==> src/hdl/mf3_queue.sv <==
// small register queue used between the filter parts and at the result side
module mf3_queue #(
	parameter int WIDTH = 8,
	parameter int DEPTH = 4
) (
	input  logic                       clk,
	input  logic                       arst_n,
	input  logic                       push,
	input  logic [WIDTH-1:0]           wdata,
	input  logic                       pop,
	output logic [WIDTH-1:0]           rdata,
	output logic [$clog2(DEPTH+1)-1:0] count
);

	localparam int AW = (DEPTH > 1) ? $clog2(DEPTH) : 1;
	localparam int CW = $clog2(DEPTH + 1);

	logic [WIDTH-1:0] mem_q [DEPTH];
	logic [AW-1:0]    wr_ptr_q;
	logic [AW-1:0]    rd_ptr_q;
	logic [CW-1:0]    count_q;
	logic             do_push;
	logic             do_pop;

	assign do_push = push && (count_q != CW'(DEPTH));
	assign do_pop  = pop && (count_q != '0);
	assign rdata   = mem_q[rd_ptr_q];
	assign count   = count_q;

	always_ff @(posedge clk) begin
		if (do_push) begin
			mem_q[wr_ptr_q] <= wdata;
		end
	end

	always_ff @(posedge clk or negedge arst_n) begin
		if (!arst_n) begin
			wr_ptr_q <= '0;
			rd_ptr_q <= '0;
			count_q  <= '0;
		end else begin
			if (do_push) begin
				wr_ptr_q <= (wr_ptr_q == AW'(DEPTH - 1)) ? '0 : wr_ptr_q + 1'b1;
			end
			if (do_pop) begin
				rd_ptr_q <= (rd_ptr_q == AW'(DEPTH - 1)) ? '0 : rd_ptr_q + 1'b1;
			end
			unique case ({do_push, do_pop})
				2'b10:   count_q <= count_q + 1'b1;
				2'b01:   count_q <= count_q - 1'b1;
				default: count_q <= count_q;
			endcase
		end
	end

endmodule

==> config.mk <==
export PLATFORM = sky130hd
export DESIGN_NAME = mf3_queue
export DESIGN_NICKNAME = d
export VERILOG_FILES = /design/src/hdl/mf3_queue.sv
export SDC_FILE = /design/constraint.sdc
export NUM_CORES = 1
export LEC_CHECK = 0
export ABC_AREA = 1
export CORE_ASPECT_RATIO = 0.75
export CORE_MARGIN = 4
export CORE_UTILIZATION = 65
export CTS_CLUSTER_SIZE = 20
export DETAILED_ROUTE_END_ITERATION = 8
export DONT_BUFFER_PORTS = 1
export GPL_TIMING_DRIVEN = 0
export HOLD_SLACK_MARGIN = 0.03
export PLACE_DENSITY = 0.83
export SLEW_MARGIN = 20
export SYNTH_ARGS = -nofsm -noshare
export SYNTH_HDL_FRONTEND = slang
export SYNTH_SLANG_ARGS = --single-unit
==> constraint.sdc <==
create_clock -name clk -period 4.65 [get_ports clk]
set_input_delay 0.6975 -clock clk [delete_from_list [all_inputs] [get_ports clk]]
set_output_delay 0.6975 -clock clk [all_outputs]
set_load 0.02 [all_outputs]
* Word-level counts from Yosys, hierarchy flattened *
Memory sizes are Yosys's and may differ from the RTL's.
Index checks and enable logic that the tools add are counted.
Widths: inputs -> output; s select.

word-level totals
  bits in writable memories = 32
  input port bits = 12
  logic and storage cells = 22
  memories kept = 1
  bits in registers = 7
  output and inout bits = 11

memories
  name   depth  width  read ports  clocked after Yosys merged registers in  wr ports  line  source
  mem_q  4      8      1           0                                        1         18    logic [WIDTH-1:0] mem_q [DEPTH];

cells by class
  reduce and logical (&&, ||, !) cells = 4
  equal/unequal tests = 5
  multiplexer cells = 5
  add/subtract/negate cells = 4

operator list
  operator             number
  $eq 2x2->1 const B   3
  $pmux 3 s2           1
  $add 2x1->2 const B  2
  $mux 2               2
  $add 3x1->3 const B  1
  $ne 3x3->1 const B   1
  $reduce_bool 3->1    1
  $sub 3x1->3 const B  1
  $eq 2x1->1 const B   1
  $logic_and 1x1->1    2
  $mux 1               2
  $reduce_bool 2->1    1

* Depth between registers and ports, before layout *
Gate-level depths: netlist of run 1.

  word-level depth = 4
  gate-level depth with buffers = 12
  mapped depth without buffers = 12

* Worst setup path after synthesis of run 1 *
Ideal clock, no wire load.

  kind = register -> register
  start point = reg count_q[0] (netlist: count[0])
  end point = reg count_q[2] (netlist: count[2])
  setup slack = 2850 ps
  cell stages (with the launch flop) = 11
  data required time = 4533 ps
  clock period less this slack = 1800 ps
  setup time = 117 ps
  data arrival time = 1683 ps
  path buffers = 0
  path through = dfrtp_1 -> inv_1 -> nand3_1 -> nand2_2 -> ha_1 -> inv_1 -> fa_1 -> nand2_1 -> nand3_1 -> nand2_1 -> nand2_1

between the ends
  longest elaborated chain between the ends = 4
  elaborated cells on any way between the ends = 10
  those cells by class = 2 x add/sub; 3 x eq/ne; 1 x mux; 4 x reduce/logical

ends and longest elaborated chain
  item                                                    line    source
  from (decl)                                             21      logic [CW-1:0] count_q;
  from (signal assigned)                                  49      2'b10: count_q <= count_q + 1'b1;
  from (signal assigned)                                  50      2'b01: count_q <= count_q - 1'b1;
  from (signal assigned)                                  51      default: count_q <= count_q;
  $ne 3x3->1 / $reduce_bool 3->1 (equally long branches)  25, 26
  $logic_and 1x1->1, on equally long branches             25, 26
  $eq 2x1->1 / $eq 2x2->1 (equally long branches)         48      unique case ({do_push, do_pop})
  $pmux 3 s2 / $reduce_bool 2->1 (equally long branches)  -

Parallel ways exist; a longest one is shown, timed or not.
A chain may end at the register's enable or synchronous reset.

* Worst setup path in the final report of run 1 *
  start point = reg rd_ptr_q[1]
  end point = out rdata[1]

between the ends
  longest elaborated chain between the ends = 1

ends and longest elaborated chain
  item                    line  source
  from (decl)             20    logic [AW-1:0] rd_ptr_q;
  from (signal assigned)  46    rd_ptr_q <= (rd_ptr_q == AW'(DEPTH - 1)) ? '0 : rd_ptr_q + 1'b1;
  $mem_v2 4x8             -
  to (decl)               11    output logic [WIDTH-1:0] rdata,

No other way between the ends.

==> results.txt, run 1 <==
----------------------------------------------------
[Clock tree]
  Number of buffers inserted to repair setup after CTS ... 0
  Clock tree from TritonCTS ... yes
  Number of H-tree levels ... 2
  Clock-pin slew of the registers on the worst-case setup and hold paths ... 0.12 ns
  Maximum clock insertion buffer count ... 2
  Number of CTS-inserted buffers ... 5
  Insertion delay of the later-clocked pin in the worst-skew pair ... 0.35 ns
  TritonCTS sink count ... 39
  Root Buffer Master ... sky130_fd_sc_hd__clkbuf_4

[Global route]
  Overflow left after global routing ... 0
  Number of global-route vias before repair ... 1125
  Antenna violations before repair ... 0
  Global-route total usage across every layer ... 21.9%
  Maximum number of pins on one net before global-route repair ... 14
  Wire length of the first global-routing pass ... 5.31 mm

[Floorplanning]
  Core region area ... 2440 µm²
  Die Y ... 53.0 µm
  Initial Utilization ... 71.8%
  Cell row count ... 15
  Die span in x ... 67.9 µm
  Num ports ... 23
  Die Area ... 3600 µm²

[Logic synthesis]
  Average instance area after synthesis ... 11.5 µm²
  Number of synthesized register bits ... 39
  Post-synthesis net count ... 171
  Synth top area share ... 54.9%
  Area of the mapped netlist ... 1750 µm²
  Yosys warnings ... 0
  Instance count of the mapped netlist ... 152
  Main area contributors after synthesis ... sky130_fd_sc_hd__edfxtp_1 (55%), sky130_fd_sc_hd__dfrtp_1 (10%), sky130_fd_sc_hd__nand2_1 (8.1%)
  Sequential element share of the synthesized area ... 64.9%
  Synth area leader ... sky130_fd_sc_hd__edfxtp_1
  Count of different cell masters after synthesis ... 15

[Critical path]
  Worst path cell trace ... buf_6 > inv_1 > o211ai_1 > nand2_1
  Worst endpoint required time ... 3.95 ns
  Setup CP Type ... register to primary output
  Highest-delay cell along the critical path ... sky130_fd_sc_hd__dfrtp_1
  Type of origin of the critical path ... register
  Data arrival time of the critical path ... 1.50 ns
  Element type at the critical path end ... primary output
  Largest fanout on the critical path ... 10
  Critical path's largest stage delay ... 0.42 ns

[Cells and area]
  Area growth from synthesis to final layout ... 6.29%
  Number of nets in the final layout ... 179
  Most common library cell in the layout ignoring fill and taps ... sky130_fd_sc_hd__nand2_1
  Antenna diode count ... 0
  Cell area after layout ... 1860 µm²
  Layout cells sized above 1 ... 8.70%
  Commonest non-fill, non-tap cells in the layout ... sky130_fd_sc_hd__nand2_1 (38), sky130_fd_sc_hd__edfxtp_1 (32), sky130_fd_sc_hd__inv_1 (30)

[STA]
  Final number of hold-violating endpoints ... 0
  Slew at the pin closest to its max-slew limit ... 0.790 ns
  Final critical delay including setup and external delays ... 2.20 ns
  Setup TNS ... 0 ns
  Relative slew slack ... 47.1%
  RSZ-0062 raised after global routing ... no
  Max-slew violation count ... 0
  Period utilization ... 47.3%
  Final count of negative-setup-slack endpoints ... 0
  Setup Skew ... 0.00883 ns
  Fmax ... 455 MHz

[Flow run]
  Max capacitance violation total ... 0

[Placement]
  Final weighted congestion of routability-driven global placement ... 0.719
  Detailed Place HPWL ... 2.29 mm
  Cell area after placement ... 1790 µm²
  Count of port buffers added during placement ... 0

[Detailed routing]
  Vias per cell ... 5.59
  Detail-routed net length per standard cell ... 16.9 µm
  DRT iter0 DRCs ... 80
  Number of DRC violations after detailed routing ... 0
  Antenna violation net count after detailed routing ... 0
  Routed via count ... 1090
  Final routed wirelength across all metal layers ... 3.30 mm
  Number of iterations in the first detailed-routing pass ... 4

[Hold path]
  Worst hold path type ... input pin to register

[Outcome]
  Run status ... finished, final reports clean

[Power and ir drop]
  Leak Pwr ... 0.000792 µW
  Power per Cell Area ... 642 nW/µm²
  Worst VDD drop ... 0.366 mV

----------------------------------------------------
-- layer usage --
metal	track usage (%)	part of all wire (%)	vias up
met5	0	0	-
met4	9.90	2.2	0
met3	8.70	6.5	9
li1	-	-	520
met1	25.0	40	526
met2	36.2	52	35
-- cell usage after synthesis --
cell type / n
sky130_fd_sc_hd__nand3_1: 7
sky130_fd_sc_hd__nand2_2: 1
sky130_fd_sc_hd__fa_1: 1
sky130_fd_sc_hd__inv_1: 30
sky130_fd_sc_hd__ha_1: 6
sky130_fd_sc_hd__dfrtp_1: 7
sky130_fd_sc_hd__nand4_1: 1
sky130_fd_sc_hd__o21ai_0: 1
sky130_fd_sc_hd__nand2_1: 38
sky130_fd_sc_hd__nor2_1: 6
sky130_fd_sc_hd__edfxtp_1: 32
sky130_fd_sc_hd__xnor2_1: 1
sky130_fd_sc_hd__o211ai_2: 1
sky130_fd_sc_hd__buf_6: 5
sky130_fd_sc_hd__o211ai_1: 15
-- kinds of logic (layout without fill, tap and decap cells) --
group	after synthesis	after routing	synth area share [%]
adders and majority gates	7	7	5.43
xor gates and xnor gates	1	1	0.500
buffers and inverters	35	44	9.64
DFF	39	39	64.9
AOI/OAI and AO/OA	17	17	7.43
and+or+nand+nor	53	53	12.1
-- sequential cells by signal, indices dropped and copies added (netlist names) --
name,count
mem_q,32
count,3
rd_ptr_q,2
wr_ptr_q,2
-- worst max-delay path: cells and delay by family (launching register included) --
family	cells	cell delay, ns
buffers and inverters	2	0.38
flip-flops	1	0.42
AO/OA/AOI/OAI	1	0.15
AND/OR/NAND/NOR	1	0.21
-- report_power, final --
group / switching, µW / internal (µW) / leakage, µW
combinational: 336 / 157 / 0.000385
clock: 113 / 58.0 / 0.0000288
sequential: 62.7 / 470 / 0.000378
-- layout make-up --
class,count,area [µm²]
fill,166,578
sequential,39,1140
inverter,30,113
clock buffer,5,37.5
buffer,5,56.3
tap,34,42.5
clock inverter,3,20.0
timing repair buffer,1,10.0
multi-input combinational,78,447
-- metrics by stage --
stage | util, % | hold slack (ns) | cells | total power [µW] | worst slack (ns)
after floorplan | - | 0.402 | 152 | 917 | 2.85
after global placement | 73.5 | 0.402 | 186 | 992 | 2.74
after detailed placement | 73.5 | 0.402 | 186 | 1030 | 2.56
after CTS | 76.3 | 0.423 | 195 | 1200 | 2.43
after global routing | 76.3 | 0.388 | 195 | 1280 | 2.34
final | 76.3 | 0.434 | 195 | 1200 | 2.45
-- repair_timing --
| action | CTS | global route |
|---|---|---|
| resized for setup | 0 | 0 |
| hold buffers | 1 | 0 |
| hold endpoints to repair | 7 | 0 |
-- worst paths after layout --
kind	from	endpoint	slack, ns	depth (start not counted)
worst max-delay path	rd_ptr_q[1]	rdata[1]	2.45	4
worst min-delay path	wdata[0]	mem_q[1][0]	0.43	0
worst max register to register	count[0]	count[2]	2.55	10
worst min register to register	wr_ptr_q[1]	wr_ptr_q[1]	0.59	2
max in group asynchronous	arst_n	rd_ptr_q[1]	3.71	1
min in group asynchronous	arst_n	wr_ptr_q[1]	0.67	1
Note: power is estimated with default switching activity, not from simulation.
==> inputs of run 2 (changes only) <==
--- a/config.mk
+++ b/config.mk
@@ -8,13 +8,13 @@
 export ABC_AREA = 1
 export CORE_ASPECT_RATIO = 0.75
 export CORE_MARGIN = 4
-export CORE_UTILIZATION = 65
+export CORE_UTILIZATION = 55
 export CTS_CLUSTER_SIZE = 20
 export DETAILED_ROUTE_END_ITERATION = 8
 export DONT_BUFFER_PORTS = 1
 export GPL_TIMING_DRIVEN = 0
 export HOLD_SLACK_MARGIN = 0.03
-export PLACE_DENSITY = 0.83
+export PLACE_DENSITY = 0.75
 export SLEW_MARGIN = 20
 export SYNTH_ARGS = -nofsm -noshare
 export SYNTH_HDL_FRONTEND = slang
==> constraint.sdc (replaced) <==
create_clock -name clk -period 2 [get_ports clk]
set_input_delay 0.3 -clock clk [delete_from_list [all_inputs] [get_ports clk]]
set_output_delay 0.3 -clock clk [all_outputs]
set_load 0.02 [all_outputs]
==> results.txt, run 2 (synthesis gave the netlist of run 1 again) <==
----------------------------------------------------
[Outcome]
  Run status ... finished, final reports clean

[Critical path]
  Largest fanout on the critical path ... 4
  Data arrival time of the critical path ... 2.09 ns
  Type of origin of the critical path ... register
  Worst endpoint required time ... 2.19 ns
  Element type at the critical path end ... register
  Setup CP Type ... register to register

[Global route]
  Maximum number of pins on one net before global-route repair ... 14
  Overflow left after global routing ... 0
  Global-route total usage across every layer ... 17.1%
  Number of global-route vias before repair ... 1115
  Antenna violations before repair ... 0
  Wire length of the first global-routing pass ... 5.16 mm

[Placement]
  Count of port buffers added during placement ... 0
  Detailed Place HPWL ... 2.17 mm
  Post-placement cell count ... 190
  Cell area after placement ... 1800 µm²
  Final weighted congestion of routability-driven global placement ... 0.679

[Clock tree]
  TritonCTS sink count ... 39
  Maximum clock insertion buffer count ... 2
  Clock tree from TritonCTS ... yes
  Number of CTS-inserted buffers ... 5
  Clock-pin slew of the registers on the worst-case setup and hold paths ... 0.08 ns
  Insertion delay of the later-clocked pin in the worst-skew pair ... 0.29 ns
  Number of H-tree levels ... 2
  Root Buffer Master ... sky130_fd_sc_hd__clkbuf_8

[Detailed routing]
  DRT iter0 DRCs ... 41
  Antenna violation net count after detailed routing ... 0
  Number of iterations in the first detailed-routing pass ... 4
  Vias per cell ... 5.30
  Number of DRC violations after detailed routing ... 0
  Routed via count ... 1065
  Final routed wirelength across all metal layers ... 3.17 mm
  Detail-routed net length per standard cell ... 15.8 µm

[Floorplanning]
  Die Y ... 56.9 µm
  Die span in x ... 73.2 µm
  Initial Utilization ... 58.4%
  Die Area ... 4160 µm²
  Core region area ... 3000 µm²
  Num ports ... 23
  Cell row count ... 17

[Flow run]
  Max capacitance violation total ... 0

[STA]
  Slew at the pin closest to its max-slew limit ... 0.797 ns
  Fmax ... 524 MHz
  Final number of hold-violating endpoints ... 0
  Max-slew violation count ... 0
  Period utilization ... 95.5%
  Setup Skew ... 0.00349 ns
  Final critical delay including setup and external delays ... 1.91 ns
  Relative slew slack ... 46.7%
  Final count of negative-setup-slack endpoints ... 0

[Power and ir drop]
  Switching power as a share of total power ... 39.4%
  Leak Pwr ... 0.000828 µW
  Power per Cell Area ... 1570 nW/µm²
  Worst VDD drop ... 0.869 mV
  Part of the power in the clock network ... 21.0%
  Relative contribution of sequential cells to total power ... 40.6%
  Power Internal ... 1850 µW
  Overall power after layout ... 3060 µW
  Switching pwr ... 1210 µW
  Logic gate share of total power ... 38.4%

[Cells and area]
  Max FFs per register ... 32
  Antenna diode count ... 0
  Most common library cell in the layout ignoring fill and taps ... sky130_fd_sc_hd__nand2_1
  Layout cells sized above 1 ... 15.3%
  Number of cells in the finished layout apart from fillers ... 201
  Register ranked first by flip-flop count ... mem_q
  Cell area after layout ... 1950 µm²
  Commonest non-fill, non-tap cells in the layout ... sky130_fd_sc_hd__nand2_1 (38), sky130_fd_sc_hd__edfxtp_1 (32), sky130_fd_sc_hd__inv_1 (28)
  Number of nets in the final layout ... 181
  Area growth from synthesis to final layout ... 11.5%

[Hold path]
  Worst hold path type ... input pin to register

----------------------------------------------------
## run 2: cell types whose count changed in the layout (fill, tap and decap cells not counted), sizes merged
cell / previous run / this run
bufinv: 0 / 1
buf: 5 / 7
clkinvlp: 1 / 0
## run 2: cell type report
class / instances / area (µm²)
inverters: 30 / 113
clock buffers: 5 / 68.8
repair buffers: 3 / 25.0
flip-flops and latches: 39 / 1140
plain buffers: 5 / 56.3
multi-input cells: 78 / 459
clock inverters: 3 / 43.8
fillers: 230 / 1050
well taps: 38 / 47.5
## run 2: critical path: stages, from the launching register on
cell                      delay (ns)
sky130_fd_sc_hd__dfrtp_2        0.46
sky130_fd_sc_hd__inv_1          0.11
sky130_fd_sc_hd__nand3_2        0.11
sky130_fd_sc_hd__nand2_1        0.09
sky130_fd_sc_hd__inv_1          0.07
sky130_fd_sc_hd__ha_1           0.17
sky130_fd_sc_hd__inv_1          0.09
sky130_fd_sc_hd__fa_1           0.38
sky130_fd_sc_hd__nand2_1        0.11
sky130_fd_sc_hd__nand3_1        0.09
sky130_fd_sc_hd__nand2_1        0.06
sky130_fd_sc_hd__nand2_1        0.05
## run 2: stage by stage
stage	setup WS, ns	hold slack, ns	TNS [ns]	utilization, %
after floorplan	0.200	0.00441	0	-
after global placement	0.0910	0.00456	0	60.0
after detailed placement	-0.0195	0.00457	-0.0195	60.0
after CTS	0.0110	0.0891	0	64.2
after global routing	-0.0382	0.0807	-0.0630	65.1
final	0.0907	0.0979	0	65.1
## run 2: worst paths after layout
check / endpoint / start / slack, ns / cells after the start
hold / removal: mem_q[2][5] / wdata[5] / 0.1 / 0
hold reg to reg: wr_ptr_q[1] / wr_ptr_q[1] / 0.58 / 2
max in group asynchronous: count[0] / arst_n / 1.39 / 1
min in group asynchronous: rd_ptr_q[0] / arst_n / 0.34 / 1
setup / recovery: count[2] / count[2] / 0.09 / 11
setup reg to reg: count[2] / count[2] / 0.09 / 11
## run 2: power groups by stage
stage | Combinational [µW] | Sequential (µW) | Clock, µW
6_report | 1180 | 1240 | 644
5_1_grt | 1320 | 1260 | 691
4_1_cts | 1150 | 1240 | 654
3_5_place_dp | 1140 | 1250 | 0
3_3_place_gp | 1080 | 1230 | 0
2_1_floorplan | 911 | 1220 | 0
## run 2: what timing repair did
item,CTS,global route
resized for setup,2,6
hold buffers,1,0
pin swaps,0,1
endpoints found under the hold margin,7,0
endpoints found under the setup margin,1,2
setup buffers,0,2
## run 2: routing by layer
layer / wire length, µm / global-route usage (%) / vias up
li1: - / - / 522
met2: 1580 / 26.8 / 25
met5: 0 / 0 / -
met1: 1290 / 20.8 / 511
met3: 248 / 7.33 / 7
met4: 55 / 6.58 / 0
