==> src/hdl/mf3_pkg.sv <==
// shared types and constants of the 3x3 median filter
package mf3_pkg;

	localparam int MF3_MAX_WIDTH = 1024;
	localparam int MAX_HEIGHT    = 4096;
	localparam int MIN_DIM       = 3;

	localparam int PIX_BITS      = 8;
	localparam int IMG_W_BITS    = 11;
	localparam int IMG_H_BITS    = 13;
	localparam int ROW_BITS      = 12;
	localparam int CFG_IDX_BITS  = 2;
	localparam int CFG_DATA_BITS = 13;
	localparam int WIN_TAPS      = 9;

	localparam int Q_DEPTH       = 4;
	localparam int Q_CNT_BITS    = $clog2(Q_DEPTH + 1);
	localparam int OUT_DEPTH     = 4;

	localparam logic [CFG_IDX_BITS-1:0] REG_IMAGE_WIDTH    = 2'd0;
	localparam logic [CFG_IDX_BITS-1:0] REG_IMAGE_HEIGHT   = 2'd1;
	localparam logic [CFG_IDX_BITS-1:0] REG_BAND_FIRST_ROW = 2'd2;
	localparam logic [CFG_IDX_BITS-1:0] REG_BAND_END_ROW   = 2'd3;

	localparam logic [IMG_W_BITS-1:0] RST_IMAGE_WIDTH    = 11'd1024;
	localparam logic [IMG_H_BITS-1:0] RST_IMAGE_HEIGHT   = 13'd4096;
	localparam logic [IMG_H_BITS-1:0] RST_BAND_FIRST_ROW = 13'd0;
	localparam logic [IMG_H_BITS-1:0] RST_BAND_END_ROW   = 13'd4096;

	// window[3*col + row], col 0 oldest, row 0 top
	typedef logic [WIN_TAPS-1:0][PIX_BITS-1:0] win_t;

	typedef struct packed {
		win_t win;
		logic last;
	} item_t;

	typedef struct packed {
		logic [IMG_W_BITS-1:0] image_width;
		logic [IMG_H_BITS-1:0] image_height;
		logic [IMG_H_BITS-1:0] band_first_row;
		logic [IMG_H_BITS-1:0] band_end_row;
	} cfg_t;

endpackage

==> src/hdl/mf3_queue.sv <==
// small register queue used between the filter parts and at the result side
module mf3_queue #(
	parameter int WIDTH = 8,
	parameter int DEPTH = 4
) (
	input  logic                       clk,
	input  logic                       arst_n,
	input  logic                       push,
	input  logic [WIDTH-1:0]           wdata,
	input  logic                       pop,
	output logic [WIDTH-1:0]           rdata,
	output logic [$clog2(DEPTH+1)-1:0] count
);

	localparam int AW = (DEPTH > 1) ? $clog2(DEPTH) : 1;
	localparam int CW = $clog2(DEPTH + 1);

	logic [WIDTH-1:0] mem_q [DEPTH];
	logic [AW-1:0]    wr_ptr_q;
	logic [AW-1:0]    rd_ptr_q;
	logic [CW-1:0]    count_q;
	logic             do_push;
	logic             do_pop;

	assign do_push = push && (count_q != CW'(DEPTH));
	assign do_pop  = pop && (count_q != '0);
	assign rdata   = mem_q[rd_ptr_q];
	assign count   = count_q;

	always_ff @(posedge clk) begin
		if (do_push) begin
			mem_q[wr_ptr_q] <= wdata;
		end
	end

	always_ff @(posedge clk or negedge arst_n) begin
		if (!arst_n) begin
			wr_ptr_q <= '0;
			rd_ptr_q <= '0;
			count_q  <= '0;
		end else begin
			if (do_push) begin
				wr_ptr_q <= (wr_ptr_q == AW'(DEPTH - 1)) ? '0 : wr_ptr_q + 1'b1;
			end
			if (do_pop) begin
				rd_ptr_q <= (rd_ptr_q == AW'(DEPTH - 1)) ? '0 : rd_ptr_q + 1'b1;
			end
			unique case ({do_push, do_pop})
				2'b10:   count_q <= count_q + 1'b1;
				2'b01:   count_q <= count_q - 1'b1;
				default: count_q <= count_q;
			endcase
		end
	end

endmodule

==> src/hdl/mf3_back.sv <==
// back part: pipelined median sorting network and result queue
module mf3_back import mf3_pkg::*; (
	input  logic                  clk,
	input  logic                  arst_n,
	input  logic [Q_CNT_BITS-1:0] q_count,
	input  item_t                 q_item,
	output logic                  q_pop,
	output logic                  empty,
	input  logic                  pop,
	output logic [PIX_BITS-1:0]   median,
	output logic                  last_of_frame
);

	localparam int OCW = $clog2(OUT_DEPTH + 1);

	function automatic win_t sort_pair(input win_t v, input logic [3:0] i,
		input logic [3:0] j);
		win_t r;
		r = v;
		if (v[i] > v[j]) begin
			r[i] = v[j];
			r[j] = v[i];
		end
		return r;
	endfunction

	// sort each column of three
	function automatic win_t sort_cols(input win_t v);
		win_t r;
		r = sort_pair(v, 4'd1, 4'd2);
		r = sort_pair(r, 4'd4, 4'd5);
		r = sort_pair(r, 4'd7, 4'd8);
		r = sort_pair(r, 4'd0, 4'd1);
		r = sort_pair(r, 4'd3, 4'd4);
		r = sort_pair(r, 4'd6, 4'd7);
		r = sort_pair(r, 4'd1, 4'd2);
		r = sort_pair(r, 4'd4, 4'd5);
		r = sort_pair(r, 4'd7, 4'd8);
		return r;
	endfunction

	function automatic win_t sort_mid(input win_t v);
		win_t r;
		r = sort_pair(v, 4'd0, 4'd3);
		r = sort_pair(r, 4'd5, 4'd8);
		r = sort_pair(r, 4'd4, 4'd7);
		r = sort_pair(r, 4'd3, 4'd6);
		r = sort_pair(r, 4'd1, 4'd4);
		r = sort_pair(r, 4'd2, 4'd5);
		r = sort_pair(r, 4'd4, 4'd7);
		return r;
	endfunction

	function automatic win_t sort_last(input win_t v);
		win_t r;
		r = sort_pair(v, 4'd4, 4'd2);
		r = sort_pair(r, 4'd6, 4'd4);
		r = sort_pair(r, 4'd4, 4'd2);
		return r;
	endfunction

	logic                 v_s1;
	logic                 v_s2;
	win_t                 win_s1;
	win_t                 win_s2;
	logic                 last_s1;
	logic                 last_s2;
	win_t                 win_fin;
	logic [OCW-1:0]       out_count;
	logic [PIX_BITS:0]    out_data;

	// take a request only when the result queue has room for all in flight
	assign q_pop = (q_count != '0) &&
		((OCW+1)'(out_count) + (OCW+1)'(v_s1) + (OCW+1)'(v_s2) < (OCW+1)'(OUT_DEPTH));

	always_ff @(posedge clk or negedge arst_n) begin
		if (!arst_n) begin
			v_s1 <= 1'b0;
			v_s2 <= 1'b0;
		end else begin
			v_s1 <= q_pop;
			v_s2 <= v_s1;
		end
	end

	always_ff @(posedge clk) begin
		win_s1  <= sort_cols(q_item.win);
		last_s1 <= q_item.last;
		win_s2  <= sort_mid(win_s1);
		last_s2 <= last_s1;
	end

	assign win_fin = sort_last(win_s2);

	mf3_queue #(
		.WIDTH (PIX_BITS + 1),
		.DEPTH (OUT_DEPTH)
	) u_out_q (
		.clk    (clk),
		.arst_n (arst_n),
		.push   (v_s2),
		.wdata  ({win_fin[4], last_s2}),
		.pop    (pop && !empty),
		.rdata  (out_data),
		.count  (out_count)
	);

	assign empty         = (out_count == '0);
	assign median        = out_data[PIX_BITS:1];
	assign last_of_frame = out_data[0];

endmodule

==> config.mk <==
export PLATFORM = sky130hd
export DESIGN_NAME = mf3_back
export DESIGN_NICKNAME = d
export VERILOG_FILES = /design/src/hdl/mf3_pkg.sv /design/src/hdl/mf3_queue.sv /design/src/hdl/mf3_back.sv
export SDC_FILE = /design/constraint.sdc
export NUM_CORES = 1
export LEC_CHECK = 0
export BUFFER_PORTS_ARGS = -buffer_cell sky130_fd_sc_hd__buf_2
export CORE_MARGIN = 1
export CORE_UTILIZATION = 35
export DETAILED_ROUTE_END_ITERATION = 7
export PLACE_DENSITY = 0.5
export SKIP_LAST_GASP = 1
export SYNTH_ARGS = -nofsm -noshare
export SYNTH_HDL_FRONTEND = slang
export SYNTH_SLANG_ARGS = --single-unit
==> constraint.sdc <==
create_clock -name clk -period 6.6 [get_ports clk]
set_clock_uncertainty 0.15 [all_clocks]
set_input_delay 1.65 -clock clk [delete_from_list [all_inputs] [get_ports clk]]
set_output_delay 1.65 -clock clk [all_outputs]
set_load 0.02 [all_outputs]
# [After elaboration in Yosys (flattened, before gate mapping)]
# Memory sizes are Yosys's and may differ from the RTL's.
# Index checks and enable logic that the tools add are counted.
[word_totals] wordCells=86 n_memories=1 input_bits=79 mem_bits_rw=36 register_bits=107 out_inout_bits=11
[memory_table] name="u_out_q.mem_q" depth=4 word_bits=9 rd=1 rd_ports_with_merged_regs=0 wr=1 line_no="mf3_queue.sv:18" text="logic [WIDTH-1:0] mem_q [DEPTH];"
[op_classes] muxes=26 addsub=6 order_cmp=20 eq_ne=5 reduce_logical=9
[ops] operator="$gt A8 B8 Y1" n=19
[ops] operator="$mux W16" n=9
[ops] operator="$mux W8" n=12
[ops] operator="$eq A2 B2 Y1 const B" n=3
[ops] operator="$pmux W3 S2" n=1
[ops] operator="$reduce_bool A3 Y1" n=2
[ops] operator="$add A2 B1 Y2 const B" n=2
[ops] operator="$add A3 B1 Y4" n=1
[ops] operator="$add A4 B1 Y4" n=1
[ops] operator="$logic_and A1 B1 Y1" n=4
[ops] operator="$lt A4 B3 Y1 const B" n=1
[ops] operator="$mux W2" n=2
[ops] operator="$add A3 B1 Y3 const B" n=1
[ops] operator="$logic_not A3 Y1" n=1
[ops] operator="$ne A3 B3 Y1 const B" n=1
[ops] operator="$sub A3 B1 Y3 const B" n=1
[ops] operator="$eq A2 B1 Y1 const B" n=1
[ops] operator="$mux W1" n=2
[ops] operator="$reduce_bool A2 Y1" n=1
[ops] operator="$logic_not A1 Y1" n=1

# [Longest topological paths before layout]
# Gate-level depths: netlist of run 1.
[depth] word_depth=6 mapped_depth=31 mapped_depth_nobuf=28

# [By module]
# Synthesis of run 1 repeated with hierarchy kept, for this count alone.
[unflattened] hier_cells=1249 hier_area_um2=11180.7
[modules_own_cells] module="mf3_back" cells_per_inst=1162 seq_area_each_um2=2011.9 area_each_um2=9409.0 instances=1
[modules_own_cells] module="mf3_queue" cells_per_inst=87 seq_area_each_um2=1256.2 area_each_um2=1771.7 instances=1

# [Worst setup path after synthesis of run 1]
# OpenSTA, ideal clock, no wires.
[synth_timing] path_type="input-to-reg" from="input port q_item[18] in the netlist's numbering" to="register win_s1[17] in the netlist's numbering" required_time_ps=6370 stages=29 path_buffers=5 arrival_time_ps=6635 path_slack_ps=-265 cell_sequence="inv_1 -> ha_1 -> nor2b_4 -> o211ai_2 -> a21oi_2 -> o31ai_4 -> clkbuf_1 -> nand2_1 -> o21ai_0 -> inv_1 -> ha_1 -> nand3_1 -> a21boi_0 -> o21ai_0 -> nand2b_1 -> clkbuf_1 -> a21o_1 -> clkbuf_1 -> o21ai_0 -> ha_1 -> nor2b_1 -> o21a_1 -> o21a_1 -> o21ai_0 -> a31o_2 -> clkbuf_1 -> clkbuf_1 -> a22oi_1 -> o211ai_1"
[synth_between] elab_chain_cells=6
[synth_lines] item="start: declaration" line_no="mf3_back.sv:6" text="input item_t q_item,"
[synth_lines] item="$gt A8 B8 Y1" line_no="mf3_back.sv:20" text="if (v[i] > v[j]) begin"
[synth_lines] item="$mux W16 *" line_no="mf3_back.sv:20"
[synth_lines] item="$gt A8 B8 Y1" line_no="mf3_back.sv:20"
[synth_lines] item="$mux W16" line_no="mf3_back.sv:20"
[synth_lines] item="$gt A8 B8 Y1" line_no="mf3_back.sv:20"
[synth_lines] item="$mux W16 *" line_no="mf3_back.sv:20"
[synth_lines] item="end signal: assignment" line_no="mf3_back.sv:87" text="win_s1 <= sort_cols(q_item.win);"
[synth_lines] item="end: declaration" line_no="mf3_back.sv:64" text="win_t win_s1;"
# Every way passes the cells marked *; elsewhere a longest branch is shown, timed or not.
# A chain may end at the register's enable or synchronous reset.

# [Worst setup path in the final report of run 1]
[layout_timing] from="input port q_item[18] in the netlist's numbering" to="register win_s1[23] in the netlist's numbering"
# Same word-level chain as after synthesis.

==> run_results.csv, run 1 <==
group,metric,value,unit
setup_path,r2r_start,"win_s1[57]",
floorplan,dieArea,0.03259,sq mm
setup_path,r2r_cells,26,
min_path,hold_end,"last_s2",
setup_path,crit_type,"primary input to flop",
setup_path,critical-path-top-delay-family,"compound AO/OA/AOI/OAI gates",
setup_path,cpMaxStageDelayCell,"nor3_1",
detailed_routing,first_pass_iters,5,
timing,hold_viol,0,
floorplan,dieWidth,180.5,um
timing,drv_slew,0,
detailed_routing,routed_wl,31610,um
place,hpwl,26350,um
final_layout,antenna_cells,0,
floorplan,dieHeight,180.5,um
cts,cts.clk_slew.worst_paths,60,ps
global_route,grtUsageTotal,19.60,%
cts,cts.sinks,143,
cts,cts_buffers,17,
timing,period_needed,6291,ps
yosys,ys_ff_latch,143,
setup_path,regToRegSetupSlack,500,ps
timing,relSlewSlack,44.71,%
detailed_routing,wl_per_cell,16.35,um
setup_path,r2r_end,"win_s2[32]",
global_route,grt_pass1_vias,9663,
timing,setup_viol,0,
floorplan,rows,65,
detailed_routing,drt-initial-drc-count,567,
setup_path,slowest_delay,350,ps
setup_path,end_kind,"flop",
floorplan,start_util,35.44,%
timing,max_freq,159.0,MHz
detailed_routing,drc,0,
cts,cts_tree,"built",
place,numPortBuffers,89,
timing,tightest_slew,823.8,ps
detailed_routing,ant_nets,0,
detailed_routing,drt-vias-per-instance,5.188,
cts,clock_tree.root_cell,"clkbuf_16",
place,placed_area,0.01313,sq mm
cts,cts_buffer_depth,2,
yosys,synth_area_leaders,"dfxtp_1, ha_1, edfxtp_1, a21oi_1, inv_1",
min_path,hp-class,"flop to flop",
final_layout,syn2layout_area_growth,25.54,%
timing,period_share,95.31,%
min_path,hold_depth,0,
min_path,hold_start,"last_s1",
place,gp_congestion,0.8828,
run,cap_violations,0,
yosys,async_flop_share,6.294,%
yosys,avgSynthCellArea,8.661,sq um
final_layout,drive_gt1_share,26.98,%
global_route,grt_max_degree,26,
yosys,synth_enable_flop_cells,36,
run_status,outcome,"completed",
yosys,synth_cells,1288,
global_route,gr-total-overflow,0,
setup_path,cp_common_cell,"buf_4",
floorplan,io_pins,90,
setup_path,worst-path-buf-inv,8,
global_route,grt_pass1_wl,50510,um
yosys,synthesis.area,0.01116,sq mm
yosys,ys_types,80,
yosys,yosys_warnings,0,
setup_path,cp_data_arrival_time,6470,ps
yosys,ys.flop_type,"dfxtp_1",
cts,postCtsHoldBufs,0,
global_route,antenna_found_initial,0,
yosys,yosysTopAreaCell,"dfxtp_1",
floorplan,coreArea,0.03147,sq mm
yosys,synth_top_cell_area_share,17.59,%
yosys,seq_area_frac_synth,29.30,%
detailed_routing,vias,10030,
final_layout,stdcell_area,0.01400,sq mm
cts,clkLatencyLatePin,420,ps
final_layout,nNetsFinal,1749,
setup_path,critPathLaunchType,"primary input",
yosys,syn-num-nets,1519,
setup_path,crit_required,6770,ps
cts,cts_htree_levels,4,
setup_path,cp_max_fo,17,
-- logic make-up (layout without fill, tap and decap cells) --
kind of cell,count (synthesis),after routing,share of synthesized area (%)
AOI/OAI and AO/OA,390,390,23.81
and+or+nand+nor,347,347,14.76
buffers and inverters,174,417,6.214
adders and majority gates,152,152,17.12
DFF,143,143,29.30
muxes,74,74,8.109
xor gates and xnor gates,8,8,0.6954
-- registers in the layout, summed over array words and instances, names as in the netlist --
name              count
win_s1               72
u_out_q.mem_q        36
win_s2               24
u_out_q.count         3
u_out_q.rd_ptr_q      2
u_out_q.wr_ptr_q      2
last_s1               1
last_s2               1
v_s1                  1
v_s2                  1
-- worst max-delay path by stage --
stage / slack (ps) / end / from / cells past startpoint
after floorplan: 0.2 / win_s1[47] / q_item[46] / 29
after global placement: -450 / win_s1[46] / q_item[46] / 27
after detailed placement: -400 / win_s1[46] / q_item[46] / 29
after CTS: 3 / win_s1[46] / q_item[46] / 29
after global routing: -20 / win_s1[39] / q_item[42] / 27
final: 310 / win_s1[23] / q_item[18] / 28
-- repair_timing --
action,in CTS,in global routing
gates resized for setup,0,44
buffers inserted,0,11
endpoints found under the setup margin,0,58
-- cell usage in the layout, fill, tap and decap left out, types with 10 or more instances in the layout --
cell type and instances:
buf_4 161, ha_1 149, inv_1 130, a21oi_1 108
nor2_1 101, dfxtp_1 98, buf_2 89, nand2_1 86
o21ai_0 71, edfxtp_1 36, mux2_2 31, mux2i_1 31
a21o_1 30, nand3_1 28, o21a_1 23, nor3_1 21
a211oi_1 19, clkbuf_16 17, nand4_1 16, nor2b_1 16
a221oi_1 16, and2_1 15, or3_1 14, o221a_2 12
and3_1 11, o211ai_1 10, nand2b_1 10, a31oi_1 10
-- area by class of cell --
type	count	area, sq um
Tap cell	402	503.0
Timing Repair Buffer	255	1745
Clock buffer	18	429.2
Sequential cell	143	3268
Clock inverter	14	157.7
Inverter	130	488.0
Fill cell	3150	17470
Multi-Input combinational cell	971	7413
-- cell usage after synthesis, types with 7 or more instances --
cell type,n
dfxtp_1,98
a21o_1,30
mux4_2,9
nand3_1,28
nand2_1,86
ha_1,151
nor3_1,23
a211oi_1,22
inv_1,130
mux2i_1,31
nand4_1,16
a221oi_1,21
o21a_1,24
o21ai_1,8
and2_1,16
o211ai_1,10
nand2b_1,10
edfxtp_1,36
nor2_1,106
buf_2,8
mux2_2,31
or3_1,14
dfrtp_1,9
a21oi_1,116
o31ai_1,11
clkbuf_1,28
and3_1,11
a31oi_1,11
o221a_2,12
or2_2,7
o21ai_0,74
nor2b_1,17
-- through the flow --
stage | hold WS, ps | utilization (%) | setup slack [ps] | setup TNS (ps) | instances
2_1_floorplan | 159.6 | - | 0.1568 | 0 | 1288
3_3_place_gp | 163.5 | 41.71 | -451.7 | -5057 | 1890
3_5_place_dp | 165.3 | 41.71 | -402.4 | -7350 | 1890
4_1_cts | 179.3 | 43.58 | 2.523 | 0 | 1922
5_1_grt | 182.7 | 44.50 | -16.60 | -36.44 | 1933
6_report | 178.0 | 44.50 | 309.4 | 0 | 1933
-- layer usage --
layer  vias to the layer above  GRT usage [%]  share of wire [%]
met2                       173          33.41                 47
met4                         0          3.761                1.2
met3                        30          2.627                2.5
li1                       5168              -                  -
met1                      4658          26.42                 49
met5                         -              0                  0
Power of run 1 is not shown: default switching activity piles up to over one toggle a cycle in this logic, so the estimate is an artifact.
==> run 2: changes to the inputs <==
--- a/config.mk
+++ b/config.mk
@@ -5,11 +5,14 @@
 export SDC_FILE = /design/constraint.sdc
 export NUM_CORES = 1
 export LEC_CHECK = 0
+export ABC_AREA = 1
 export BUFFER_PORTS_ARGS = -buffer_cell sky130_fd_sc_hd__buf_2
+export CELL_PAD_IN_SITES_DETAIL_PLACEMENT = 1
+export CELL_PAD_IN_SITES_GLOBAL_PLACEMENT = 1
 export CORE_MARGIN = 1
 export CORE_UTILIZATION = 35
 export DETAILED_ROUTE_END_ITERATION = 7
-export PLACE_DENSITY = 0.5
+export PLACE_DENSITY = 0.65
 export SKIP_LAST_GASP = 1
 export SYNTH_ARGS = -nofsm -noshare
 export SYNTH_HDL_FRONTEND = slang
==> run 2 against run 1 <==
Net effect:
- final area is 13% lower
- sequential share of layout area is 3.3 points higher
- global-route usage is 0.26 points higher
- worst setup slack better by 340 ps
- area after synthesis is 3.2% lower
- critical endpoint is now win_s1[63]
- worst hold slack better by 7.1 ps
- critical path type unchanged
==> run_results.csv, run 2 <==
group,metric,value,unit
cts,cts_htree_levels,4,
final_layout,layout_commonest_cell,"nand2_1",
detailed_routing,wl_per_cell,14.80,um
place,hpwl,24690,um
timing,rsz0062_at_grt,"false",
place,numPortBuffers,89,
setup_path,regToRegSetupSlack,820,ps
final_layout,syn2layout_area_growth,13.38,%
setup_path,worst-path-buf-inv,4,
floorplan,dieWidth,177.7,um
yosys,ys.flop_type,"dfxtp_1",
cts,cts.clk_slew.worst_paths,70,ps
yosys,synth_area_leaders,"dfxtp_1, ha_1, nand2_1, edfxtp_1, inv_1",
setup_path,r2r_cells,24,
cts,postCtsResizedCells,0,
timing,finalSetupTns,0,ps
place,pre_cts_ws,184.8,ps
cts,cts_tree,"built",
final_layout,antenna_cells,0,
global_route,grt_pass1_wl,49210,um
timing,hold_viol,0,
cts,clock_tree.root_cell,"clkbuf_16",
yosys,syn-num-nets,1765,
setup_path,crit_type,"primary input to flop",
timing,period_share,90.20,%
setup_path,end_kind,"flop",
yosys,synth_top_cell_area_share,18.16,%
setup_path,crit_required,6820,ps
global_route,gr-total-overflow,0,
timing,max_freq,168.0,MHz
timing,drv_slew,0,
detailed_routing,drt-initial-drc-count,281,
detailed_routing,drc,0,
final_layout,multi_input_comb_area,0.006504,sq mm
detailed_routing,drt-vias-per-instance,4.842,
floorplan,dieArea,0.03158,sq mm
final_layout,regArea,0.003268,sq mm
floorplan,rows,63,
final_layout,largest_registers,"win_s1 (72), u_out_q.mem_q (36), win_s2 (24)",
yosys,ys_ff_latch,143,
detailed_routing,ant_nets,0,
min_path,hp-class,"flop to flop",
run_status,outcome,"completed",
cts,cts_buffers,17,
setup_path,r2r_end,"win_s2[37]",
final_layout,regMostFlops,"win_s1",
detailed_routing,vias,9781,
final_layout,fin_cells,2020,
floorplan,start_util,35.97,%
final_layout,n_fill_cell,3893,
yosys,synthesis.area,0.01080,sq mm
yosys,yosys_warnings,0,
setup_path,crit_start,"q_item[72]",
timing,period_needed,5953,ps
yosys,synth_most_common_cell,"nand2_1",
yosys,seq_area_frac_synth,30.25,%
setup_path,cp_common_cell,"nand2_1",
place,placedCellCount,1988,
setup_path,cp-endpoint,"win_s1[63]",
timing,setup_ws,646.6,ps
final_layout,mostFrequentLayoutCells,"nand2_1, inv_1, ha_1",
yosys,synth_enable_flop_cells,36,
setup_path,slowest_delay,380,ps
yosys,async_flop_share,6.294,%
cts,cts_setup_buffers,0,
yosys,synth_common_cells,"nand2_1, inv_1, ha_1",
setup_path,critical-path-top-delay-family,"simple AND/OR/NAND/NOR gates",
timing,tightest_slew,1118,ps
final_layout,nNetsFinal,1848,
timing,relSlewSlack,25.45,%
floorplan,io_pins,90,
yosys,synth_cells,1534,
final_layout,drive_gt1_share,10.67,%
cts,cts_buffer_depth,2,
floorplan,coreArea,0.03003,sq mm
setup_path,cp_max_fo,17,
global_route,antenna_found_initial,0,
timing,setup_viol,0,
place,gp_congestion,0.8433,
setup_path,r2r_start,"win_s1[57]",
yosys,ys_types,39,
detailed_routing,first_pass_iters,4,
setup_path,cp_num_cells,26,
detailed_routing,routed_wl,29890,um
global_route,grt_max_degree,32,
setup_path,cpMaxStageDelayCell,"inv_1",
cts,postCtsHoldBufs,0,
setup_path,critPathLaunchType,"primary input",
cts,clkLatencyLatePin,440,ps
run,cap_violations,0,
yosys,yosysTopAreaCell,"dfxtp_1",
global_route,grtUsageTotal,19.86,%
setup_path,cp_data_arrival_time,6170,ps
cts,cts.sinks,143,
floorplan,dieHeight,177.7,um
global_route,grt_pass1_vias,9844,
final_layout,largest_reg_flops,72,
yosys,avgSynthCellArea,7.043,sq um
[run 2: cell types whose count changed after synthesis, sizes merged, moves of 18 or more]
cell and change:
nor3 -22, a221oi -26, nor2b -18, mux2 -32, inv +104, a21o -27
a21oi -27, nand3 +101, nand2 +340, mux2i -33
[run 2: logic make-up (layout without fill, tap and decap cells)]
group | Yosys count | count (layout) | synth area share, %
compound gates | 256 | 256 | 13.53
xor+xnor | 2 | 2 | 0.1622
fa+ha+maj | 152 | 152 | 17.67
buf+inv | 268 | 364 | 9.554
flops | 143 | 143 | 30.25
simple gates | 713 | 713 | 28.84
[run 2: worst register-to-register path, stage by stage, from the launching register on]
cell and delay [ps]:
dfxtp_1 310, inv_1 80, ha_1 320, a21oi_1 70
o21ai_0 180, nand2_1 70, nand2_1 80, nand2_1 490
a21oi_1 560, ha_1 330, a21oi_1 150, nor2_1 50
a211oi_1 190, nand2_1 250, nand2_1 310, nand2_1 120
and2_1 160, ha_1 290, nand2_1 70, o21ai_0 180
nand2_1 70, a32oi_1 600, inv_1 340, nand3_1 200
nand2_1 70
[run 2: metal layers]
layer  global-route usage (%)  part of all wire, %
met5                        0                    0
met4                    5.449                  1.5
met3                    2.721                  2.2
met2                    34.59                   48
met1                    25.46                   49
[run 2: cell type report]
cell class / count / share of cell area, %
Timing Repair Buffer: 98 / 4.188
Multi-Input combinational cell: 1123 / 53.10
Clock buffer: 17 / 3.473
Sequential cell: 143 / 26.68
Clock inverter: 15 / 1.410
Tap cell: 390 / 3.984
Inverter: 234 / 7.171
[run 2: worst min path at each step]
stage                         end  cells past startpoint  startpoint  slack [ps]
after global placement    last_s2                      0     last_s1         160
after floorplan           last_s2                      0     last_s1         160
final                     last_s2                      0     last_s1         190
after detailed placement  last_s2                      0     last_s1         170
after global routing      last_s2                      0     last_s1         190
after CTS                 last_s2                      0     last_s1         190
[run 2: metrics by stage]
stage	hold WS (ps)	util (%)	instance area, sq um
detailed placement	168.4	38.80	11650
global route	190.7	40.79	12250
finish	185.1	40.79	12250
CTS	185.4	40.79	12250
global placement	161.1	38.80	11650
floorplan	159.6	-	10800
Power of run 2 is left out for the same reason.
